### src/hw/rtl/ede_pkg.sv
// ----------------------------------------------------------------------------
// Edit distance engine package
// Shared opcodes, widths and the command and status groups between the
// controller and the datapath.
// ----------------------------------------------------------------------------
package ede_pkg;

   localparam int OPCODE_W = 2;
   localparam int CHAR_W   = 8;
   localparam int DIST_W   = 6;

   localparam logic [OPCODE_W-1:0] OP_APPEND_FIRST  = 2'd0;
   localparam logic [OPCODE_W-1:0] OP_APPEND_SECOND = 2'd1;
   localparam logic [OPCODE_W-1:0] OP_COMPUTE       = 2'd2;

   typedef struct packed {
      logic load_first;
      logic load_second;
      logic begin_run;
      logic init_wr;
      logic row_start;
      logic cell_wr;
      logic finish;
   } ede_cmd_type;

   typedef struct packed {
      logic len_empty;
      logic j_last;
      logic i_last;
   } ede_status_type;

endpackage

### src/hw/rtl/ede_ram.sv
// ----------------------------------------------------------------------------
// Generic RAM
// One write port and one read port with registered read data.
// ----------------------------------------------------------------------------
module ede_ram #(
   parameter int WIDTH = 8,
   parameter int DEPTH = 32
) (
   input  logic                                   clock,
   input  logic                                   we,
   input  logic [(DEPTH > 1 ? $clog2(DEPTH) : 1)-1:0] waddr,
   input  logic [WIDTH-1:0]                       wdata,
   input  logic [(DEPTH > 1 ? $clog2(DEPTH) : 1)-1:0] raddr,
   output logic [WIDTH-1:0]                       rdata
);

   logic [WIDTH-1:0] mem_ff [DEPTH];
   logic [WIDTH-1:0] rdata_ff;

   always_ff @(posedge clock) begin
      if (we) begin
         mem_ff[waddr] <= wdata;
      end
      rdata_ff <= mem_ff[raddr];
   end

   assign rdata = rdata_ff;

endmodule

### src/hw/rtl/ede_dpath.sv
// ----------------------------------------------------------------------------
// Edit distance datapath
// String stores, lengths, the cost row and the cell update of the table.
// ----------------------------------------------------------------------------
module ede_dpath #(
   parameter int MAX_LEN = 32
) (
   input  logic                        clock,
   input  logic                        reset,
   input  ede_pkg::ede_cmd_type        cmd,
   output ede_pkg::ede_status_type     status,
   input  logic [ede_pkg::CHAR_W-1:0]  char_value,
   output logic [ede_pkg::DIST_W-1:0]  rsp_distance,
   output logic                        rsp_overflow
);

   localparam int LW = $clog2(MAX_LEN + 1);
   localparam int AW = (MAX_LEN > 1) ? $clog2(MAX_LEN) : 1;

   logic [LW-1:0] first_len_ff, first_len_in;
   logic [LW-1:0] second_len_ff, second_len_in;
   logic          overflow_ff, overflow_in;
   logic [LW-1:0] i_ff, i_in;
   logic [LW-1:0] j_ff, j_in;
   logic [LW-1:0] diag_ff, diag_in;
   logic [LW-1:0] left_ff, left_in;
   logic [ede_pkg::DIST_W-1:0] dist_ff, dist_in;
   logic          rsp_ovf_ff, rsp_ovf_in;

   logic [ede_pkg::CHAR_W-1:0] a_byte, b_byte;
   logic [LW-1:0] above;
   logic [AW-1:0] j_addr;
   logic [AW-1:0] i_addr;
   logic          first_we, second_we, cost_we;
   logic [LW-1:0] cost_wdata;
   logic [LW:0]   cand_up, cand_left, cand_diag, best_wide;
   logic [LW-1:0] result;
   logic          first_full, second_full;

   assign first_full  = (first_len_ff == LW'(MAX_LEN));
   assign second_full = (second_len_ff == LW'(MAX_LEN));
   assign first_we    = cmd.load_first && !first_full;
   assign second_we   = cmd.load_second && !second_full;
   assign i_addr      = AW'(i_ff - LW'(1));
   assign j_addr      = AW'(j_ff - LW'(1));
   assign cost_we     = cmd.init_wr || cmd.cell_wr;
   assign cost_wdata  = cmd.init_wr ? j_ff : best_wide[LW-1:0];

   ede_ram #(.WIDTH(ede_pkg::CHAR_W), .DEPTH(MAX_LEN)) u_first (
      .clock (clock),
      .we    (first_we),
      .waddr (first_len_ff[AW-1:0]),
      .wdata (char_value),
      .raddr (i_addr),
      .rdata (a_byte)
   );

   ede_ram #(.WIDTH(ede_pkg::CHAR_W), .DEPTH(MAX_LEN)) u_second (
      .clock (clock),
      .we    (second_we),
      .waddr (second_len_ff[AW-1:0]),
      .wdata (char_value),
      .raddr (j_addr),
      .rdata (b_byte)
   );

   ede_ram #(.WIDTH(LW), .DEPTH(MAX_LEN)) u_cost (
      .clock (clock),
      .we    (cost_we),
      .waddr (j_addr),
      .wdata (cost_wdata),
      .raddr (j_addr),
      .rdata (above)
   );

   always_comb begin
      cand_up   = (LW+1)'(above) + (LW+1)'(1);
      cand_left = (LW+1)'(left_ff) + (LW+1)'(1);
      cand_diag = (LW+1)'(diag_ff) + ((a_byte == b_byte) ? (LW+1)'(0) : (LW+1)'(1));
      best_wide = (cand_left < cand_up) ? cand_left : cand_up;
      if (cand_diag < best_wide) begin
         best_wide = cand_diag;
      end
   end

   always_comb begin
      if (first_len_ff == '0) begin
         result = second_len_ff;
      end else if (second_len_ff == '0) begin
         result = first_len_ff;
      end else begin
         result = left_ff;
      end
   end

   assign status.len_empty = (first_len_ff == '0) || (second_len_ff == '0);
   assign status.j_last    = (j_ff == second_len_ff);
   assign status.i_last    = (i_ff == first_len_ff);

   always_comb begin
      first_len_in  = first_len_ff;
      second_len_in = second_len_ff;
      overflow_in   = overflow_ff;
      i_in          = i_ff;
      j_in          = j_ff;
      diag_in       = diag_ff;
      left_in       = left_ff;
      dist_in       = dist_ff;
      rsp_ovf_in    = rsp_ovf_ff;
      if (cmd.load_first) begin
         if (first_full) begin
            overflow_in = 1'b1;
         end else begin
            first_len_in = first_len_ff + LW'(1);
         end
      end
      if (cmd.load_second) begin
         if (second_full) begin
            overflow_in = 1'b1;
         end else begin
            second_len_in = second_len_ff + LW'(1);
         end
      end
      if (cmd.begin_run) begin
         i_in = LW'(1);
         j_in = LW'(1);
      end
      if (cmd.init_wr) begin
         j_in = status.j_last ? LW'(1) : j_ff + LW'(1);
      end
      if (cmd.row_start) begin
         diag_in = i_ff - LW'(1);
         left_in = i_ff;
      end
      if (cmd.cell_wr) begin
         left_in = best_wide[LW-1:0];
         diag_in = above;
         if (status.j_last) begin
            j_in = LW'(1);
            if (!status.i_last) begin
               i_in = i_ff + LW'(1);
            end
         end else begin
            j_in = j_ff + LW'(1);
         end
      end
      if (cmd.finish) begin
         if ((LW+ede_pkg::DIST_W)'(result) > (LW+ede_pkg::DIST_W)'(63)) begin
            dist_in = {ede_pkg::DIST_W{1'b1}};
         end else begin
            dist_in = ede_pkg::DIST_W'(result);
         end
         rsp_ovf_in    = overflow_ff;
         first_len_in  = '0;
         second_len_in = '0;
         overflow_in   = 1'b0;
      end
   end

   always_ff @(posedge clock) begin
      if (reset) begin
         first_len_ff  <= '0;
         second_len_ff <= '0;
         overflow_ff   <= 1'b0;
      end else begin
         first_len_ff  <= first_len_in;
         second_len_ff <= second_len_in;
         overflow_ff   <= overflow_in;
      end
      i_ff       <= i_in;
      j_ff       <= j_in;
      diag_ff    <= diag_in;
      left_ff    <= left_in;
      dist_ff    <= dist_in;
      rsp_ovf_ff <= rsp_ovf_in;
   end

   assign rsp_distance = dist_ff;
   assign rsp_overflow = rsp_ovf_ff;

endmodule

### src/hw/rtl/ede_ctrl.sv
// ----------------------------------------------------------------------------
// Edit distance controller
// Accepts beats and sequences the table fill, each cell in a read state and a write state.
// ----------------------------------------------------------------------------
module ede_ctrl (
   input  logic                          clock,
   input  logic                          reset,
   input  logic                          start,
   input  logic [ede_pkg::OPCODE_W-1:0]  opcode,
   input  ede_pkg::ede_status_type       status,
   output ede_pkg::ede_cmd_type          cmd,
   output logic                          busy,
   output logic                          rsp_valid
);

   typedef enum logic [2:0] {
      ST_IDLE,
      ST_INIT,
      ST_ROW,
      ST_CELL_RD,
      ST_CELL_WR,
      ST_DONE
   } state_type;

   state_type state_ff, state_in;
   logic      rsp_valid_ff, rsp_valid_in;
   logic      accept;

   assign accept = start && (state_ff == ST_IDLE);

   always_comb begin
      cmd          = '0;
      state_in     = state_ff;
      rsp_valid_in = 1'b0;
      case (state_ff)
         ST_IDLE: begin
            if (accept) begin
               case (opcode)
                  ede_pkg::OP_APPEND_FIRST:  cmd.load_first  = 1'b1;
                  ede_pkg::OP_APPEND_SECOND: cmd.load_second = 1'b1;
                  ede_pkg::OP_COMPUTE: begin
                     cmd.begin_run = 1'b1;
                     state_in      = status.len_empty ? ST_DONE : ST_INIT;
                  end
                  default: ;
               endcase
            end
         end
         ST_INIT: begin
            cmd.init_wr = 1'b1;
            if (status.j_last) begin
               state_in = ST_ROW;
            end
         end
         ST_ROW: begin
            cmd.row_start = 1'b1;
            state_in      = ST_CELL_RD;
         end
         ST_CELL_RD: begin
            state_in = ST_CELL_WR;
         end
         ST_CELL_WR: begin
            cmd.cell_wr = 1'b1;
            if (!status.j_last) begin
               state_in = ST_CELL_RD;
            end else if (status.i_last) begin
               state_in = ST_DONE;
            end else begin
               state_in = ST_ROW;
            end
         end
         ST_DONE: begin
            cmd.finish   = 1'b1;
            rsp_valid_in = 1'b1;
            state_in     = ST_IDLE;
         end
         default: begin
            state_in = ST_IDLE;
         end
      endcase
   end

   always_ff @(posedge clock) begin
      if (reset) begin
         state_ff     <= ST_IDLE;
         rsp_valid_ff <= 1'b0;
      end else begin
         state_ff     <= state_in;
         rsp_valid_ff <= rsp_valid_in;
      end
   end

   assign busy      = (state_ff != ST_IDLE);
   assign rsp_valid = rsp_valid_ff;

   a_rsp_after_done: assert property (@(posedge clock) disable iff (reset)
      rsp_valid_ff |-> $past(state_ff == ST_DONE))
      else $error("Result strobe without a finished run.");

   a_rsp_one_cycle: assert property (@(posedge clock) disable iff (reset)
      rsp_valid_ff |=> !rsp_valid_ff)
      else $error("Result strobe held longer than one cycle.");

   a_compute_busy: assert property (@(posedge clock) disable iff (reset)
      (accept && opcode == ede_pkg::OP_COMPUTE) |=> busy)
      else $error("Compute beat did not make the engine busy.");

endmodule

### src/hw/rtl/edit_distance_engine.sv
// ----------------------------------------------------------------------------
// Edit distance engine
// Levenshtein distance between two loaded byte strings, unit costs.
// ----------------------------------------------------------------------------
//  Channel   Handshake            Payload
//  request   start, busy          req_opcode, req_char_value
//  response  rsp_valid (strobe)   rsp_distance, rsp_overflow
//
// An append beat leaves busy low.
// A compute beat holds busy high for the whole run, also when either
// string is empty; each table cell is a read of the cost row RAM, then
// an update and write back.
// The result strobe comes in the same cycle as busy falls, and the receiver
// cannot stall it. Reset clears both lengths and the overflow flag.
// ----------------------------------------------------------------------------
module edit_distance_engine #(
   parameter int MAX_LEN = 32
) (
   input  logic                          clock,
   input  logic                          reset,
   input  logic                          start,
   output logic                          busy,
   input  logic [ede_pkg::OPCODE_W-1:0]  req_opcode,
   input  logic [ede_pkg::CHAR_W-1:0]    req_char_value,
   output logic                          rsp_valid,
   output logic [ede_pkg::DIST_W-1:0]    rsp_distance,
   output logic                          rsp_overflow
);

   ede_pkg::ede_cmd_type    cmd;
   ede_pkg::ede_status_type status;

   ede_ctrl u_ctrl (
      .clock     (clock),
      .reset     (reset),
      .start     (start),
      .opcode    (req_opcode),
      .status    (status),
      .cmd       (cmd),
      .busy      (busy),
      .rsp_valid (rsp_valid)
   );

   ede_dpath #(.MAX_LEN(MAX_LEN)) u_dpath (
      .clock        (clock),
      .reset        (reset),
      .cmd          (cmd),
      .status       (status),
      .char_value   (req_char_value),
      .rsp_distance (rsp_distance),
      .rsp_overflow (rsp_overflow)
   );

endmodule
### config.mk
export PLATFORM = sky130hd
export DESIGN_NAME = edit_distance_engine
export DESIGN_NICKNAME = d
export VERILOG_FILES = /design/src/hw/rtl/ede_pkg.sv /design/src/hw/rtl/ede_ram.sv /design/src/hw/rtl/ede_dpath.sv /design/src/hw/rtl/ede_ctrl.sv /design/src/hw/rtl/edit_distance_engine.sv
export SDC_FILE = /design/constraint.sdc
export NUM_CORES = 1
export LEC_CHECK = 0
export ABC_AREA = 1
export BUFFER_PORTS_ARGS = -buffer_cell sky130_fd_sc_hd__clkbuf_2
export CAP_MARGIN = 10
export CORE_MARGIN = 5
export CORE_UTILIZATION = 68
export CTS_CLUSTER_SIZE = 10
export DETAILED_ROUTE_END_ITERATION = 8
export PLACE_DENSITY_LB_ADDON = 0.12
export SLEW_MARGIN = 20
export SYNTH_ARGS = -nofsm -noshare
export SYNTH_HDL_FRONTEND = slang
export SYNTH_SLANG_ARGS = --single-unit
### constraint.sdc
create_clock -name clock -period 7.2 [get_ports clock]
set_input_delay 1.44 -clock clock [delete_from_list [all_inputs] [get_ports clock]]
set_output_delay 1.44 -clock clock [all_outputs]
set_load 0.01 [all_outputs]
==> impl_summary.txt <==
----------------------------------------------------
[Timing]
  Final number of hold-violating endpoints ... 0
  Max Transition Viols Final ... 0
  Final worst slack ... ~2100 ps
  Min cycle time layout ... 5120 ps
  Final Skew ... between 20 and 30 ps
  RSZ-0062 raised after global routing ... false
  Maximum clock rate ... between 150 and 200 MHz
  Least-Margin Pin Slew ... 1110 ps
  Minimum hold slack ... 452 ps
  Setup TNS ... 0 ps
  Final period util ... 0.712
  Slew Limit Headroom ... 0.262
  Setup violators final ... 0

[Cells and area]
  Most common cell after layout, fill and taps aside ... sky130_fd_sc_hd__edfxtp_1
  Commonest cells after routing, fill and taps aside ... sky130_fd_sc_hd__edfxtp_1, sky130_fd_sc_hd__nor2_1, sky130_fd_sc_hd__o21ai_0
  Count of inserted antenna diode cells ... 0
  Area growth from synthesis to final layout ... 9.92%
  Post-layout net count ... 2538
  Layout cells sized above 1 ... 0.0821
  Utilization after layout ... 0.752
  Number of non-filler instances in the completed layout ... 3153

[Synthesis]
  Mean cell area of the mapped netlist ... about 13 µm²
  Top_reg_cell synth ... sky130_fd_sc_hd__edfxtp_1
  Area of the mapped netlist ... 31700 µm²
  Synthesis Warnings ... 0
  Share of synthesized flip-flops with an asynchronous set or reset ... 0
  Number of synthesized register bits ... 774
  Cells after Synth ... 2492
  Number of distinct standard cells referenced by the synthesized netlist ... 48
  Nets in the synthesized netlist ... 2535
  Fraction of the yosys area taken by sequential cells ... 0.720
  Number of flops mapped to enable cells by yosys ... between 700 and 800

[CTS]
  Setup bufs post-CTS ... 0
  Clk buf depth ... 3
  TritonCTS buffer count ... 88
  Clk slew on worst S/H paths ... 60 ps
  Clock insertion delay at the later pin of the skew report ... 640 ps
  Root buffer cell ... sky130_fd_sc_hd__clkbuf_16
  Clock tree from TritonCTS ... built
  Number of H-tree levels ... 3
  Number of gates resized after CTS ... 0
  Total clock sinks ... 774
  Number of buffers inserted for hold repair after clock tree synthesis ... 0

[Global route]
  Initial antenna violation count ... 0
  Combined global-route utilization of all metal layers ... 0.302
  Global-route wire length before repair ... roughly 120000 µm
  Number of global-route vias before repair ... 19499
  Global route total overflow ... 0
  Largest net degree at the start of global routing ... 113

[Placed design]
  Half-perimeter wire length after detailed placement ... 46900 µm
  IO buf count ... 21
  Cell count after placement ... 3012
  Gp weighted congestion ... 0.930
  Worst slack after detailed placement ... approximately 2200 ps

[Outcome]
  Status ... complete, no violations

[Pwr]
  Pwr Density ... between 400 and 500 nW/µm²
  Total leakage power ... 11.6 nW
  Peak ir drop on the vdd network ... 0.000664 V
  Proportion of power drawn by flip-flops and latches ... 0.383
  Clock group share of total power ... 0.243
  Switching power of the nets ... 6.41 mW
  Part of the power in combinational logic ... 0.374
  Switching share of power ... 0.389
  Internal portion of total power ... 10.1 mW

[Setup path]
  Largest incremental delay on the critical path ... ~790 ps
  Kind of cell adding the most delay to the critical path ... simple AND/OR/NAND/NOR gates
  Number of cells traversed by the worst register-to-register path ... 18
  Category of the worst setup path launch point ... register
  Critical Path End ... u_dpath.u_cost.mem_ff[12][3]
  Launch instance of the worst register-to-register path ... u_dpath.left_ff[0]
  Logic depth of the worst path, buffers included ... 18
  Critical path's most frequent cell ... sky130_fd_sc_hd__nand2_1
  Crit path max-delay cell type ... sky130_fd_sc_hd__nand2_1
  Worst EP required ... ~7500 ps
  Worst reg2reg endpoint ... u_dpath.u_cost.mem_ff[12][3]
  Sum of buffers and inverters on the critical path ... 0
  Series of cell instances along the critical path ... ha_1, xor2_1, ha_1, a21oi_1, nand2_1, nand2_1, nand3_1, nand2_1, nand2_1, o21ai_0, ha_1, a21oi_1, nor2_1, a211oi_1, nand2_2, nand2_1, nand3_1, nand2_1
  Data arrival, critical path ... 5400 ps
  Worst setup EP type ... register
  Kind of critical path ... reg -> reg
  Register-to-register path setup slack ... 2080 ps
  CP startpoint ... u_dpath.left_ff[0]
  Highest net fanout along the worst path ... 32

[Drt]
  Routed length per placed instance ... 24.4 µm
  Number of design rule violations left after detail routing ... 0
  Antenna-violating nets left ... 0
  Drt total wl ... 77100 µm
  Detailed Routing Iterations Pass 1 ... 8
  Routed via count divided by cell count ... 6.61
  Detailed router's first-iteration violation count ... 2916
  Vias ... 20845

[Die]
  Row count ... 79
  Width of the die ... 226 µm
  Effective utilization at floorplan ... 0.684
  Die boundary height ... 226 µm
  Core ar. ... 46300 µm²
  Io pins ... 22
  Floorplan die area ... 51000 µm²

[Min path]
  Worst hold path class ... reg -> reg
  Worst hold start ... u_dpath.overflow_ff

[Run]
  Max-capacitance violation count ... 0

----------------------------------------------------
[layout make-up]
class | count | area (µm²)
sequential | 774 | 22800
fill | 2863 | 11500
multi-input combinational | 1486 | 8000
clock buffer | 133 | 2400
tap | 607 | 759
timing repair buffer | 58 | 395
inverter | 87 | 332
clock inverter | 8 | 121
[per-layer routing]
layer  global-route usage  vias to the layer above  part of all wire
met5                    0                        -                 0
met3               0.0534                      154              0.11
met1                0.458                    10204              0.40
li1                     -                     9220                 -
met4               0.0964                        0             0.028
met2                0.458                     1267              0.46
[per-stage QoR]
step           power [mW]  area, µm²
2_1_floorplan        10.3      31700
3_3_place_gp         12.2      32300
3_5_place_dp         12.4      32300
4_1_cts              16.4      34800
5_1_grt              17.3      34800
6_report             16.5      34800
[cells in the mapped netlist (all sizes together) (2+ instances only)]
master    n  area share
a211oi    3     0.00071
a21oi    42      0.0068
a22oi    40      0.0095
a31oi     9      0.0018
buf      44      0.0069
clkbuf  101       0.012
dfxtp    45       0.028
edfxtp  729        0.69
ha       30       0.012
inv      87       0.010
mux2i    32       0.010
nand2   142       0.017
nand3    55      0.0092
nand4    17      0.0034
nor2    517       0.063
nor3     29      0.0064
nor4      2     0.00040
o211ai   40      0.0095
o21a      2     0.00047
o21ai   320       0.051
o221ai   35      0.0097
o22ai    96       0.019
o32ai    32      0.0089
or2       2     0.00040
xnor2    12      0.0039
xor2     21      0.0063
[worst min-delay path by stage]
stage	endpoint	slack (ps)	depth (start not counted)
2_1_floorplan	u_dpath.rsp_overflow	410	0
3_3_place_gp	u_dpath.rsp_overflow	420	0
3_5_place_dp	u_dpath.rsp_overflow	430	0
4_1_cts	u_dpath.rsp_overflow	440	0
5_1_grt	u_dpath.rsp_overflow	460	0
6_report	u_dpath.rsp_overflow	450	0
[power by group through the flow]
| stage | sequential [mW] | clock, mW | combinational [mW] |
|---|---|---|---|
| 3_3_place_gp | 6.38 | 0 | 5.80 |
| 5_1_grt | 6.34 | 4.22 | 6.69 |
| 6_report | 6.31 | 3.99 | 6.16 |
| 2_1_floorplan | 6.28 | 0 | 3.99 |
| 3_5_place_dp | 6.40 | 0 | 6.01 |
| 4_1_cts | 6.31 | 4.01 | 6.06 |
[cell families after synthesis]
group,share of synthesized area
compound gates,0.118
fa+ha+maj,0.0119
flops,0.720
simple gates,0.101
mux,0.0101
xor+xnor,0.0102
buf+inv,0.0292
[sequential cells by signal (all words and copies together), names as in the netlist]
| register | flops |
|---|---|
| u_ctrl.rsp_valid | 1 |
| u_ctrl.state_ff | 3 |
| u_dpath.diag_ff | 6 |
| u_dpath.first_len_ff | 6 |
| u_dpath.i_ff | 6 |
| u_dpath.j_ff | 6 |
| u_dpath.left_ff | 6 |
| u_dpath.overflow_ff | 1 |
| u_dpath.rsp_distance | 6 |
| u_dpath.rsp_overflow | 1 |
| u_dpath.second_len_ff | 6 |
| u_dpath.u_cost.mem_ff | 192 |
| u_dpath.u_cost.rdata | 6 |
| u_dpath.u_first.mem_ff | 256 |
| u_dpath.u_first.rdata | 8 |
| u_dpath.u_second.mem_ff | 256 |
| u_dpath.u_second.rdata | 8 |
[worst register-to-register path: stages (launching register included)]
cell and delay [ps]:
sky130_fd_sc_hd__edfxtp_1 470, sky130_fd_sc_hd__ha_1 290, sky130_fd_sc_hd__xor2_1 240, sky130_fd_sc_hd__ha_1 290
sky130_fd_sc_hd__a21oi_1 150, sky130_fd_sc_hd__nand2_1 70, sky130_fd_sc_hd__nand2_1 60, sky130_fd_sc_hd__nand3_1 80
sky130_fd_sc_hd__nand2_1 80, sky130_fd_sc_hd__nand2_1 230, sky130_fd_sc_hd__o21ai_0 370, sky130_fd_sc_hd__ha_1 310
sky130_fd_sc_hd__a21oi_1 130, sky130_fd_sc_hd__nor2_1 60, sky130_fd_sc_hd__a211oi_1 680, sky130_fd_sc_hd__nand2_2 230
sky130_fd_sc_hd__nand2_1 140, sky130_fd_sc_hd__nand3_1 90, sky130_fd_sc_hd__nand2_1 790
(Power assumes the default switching activity.)
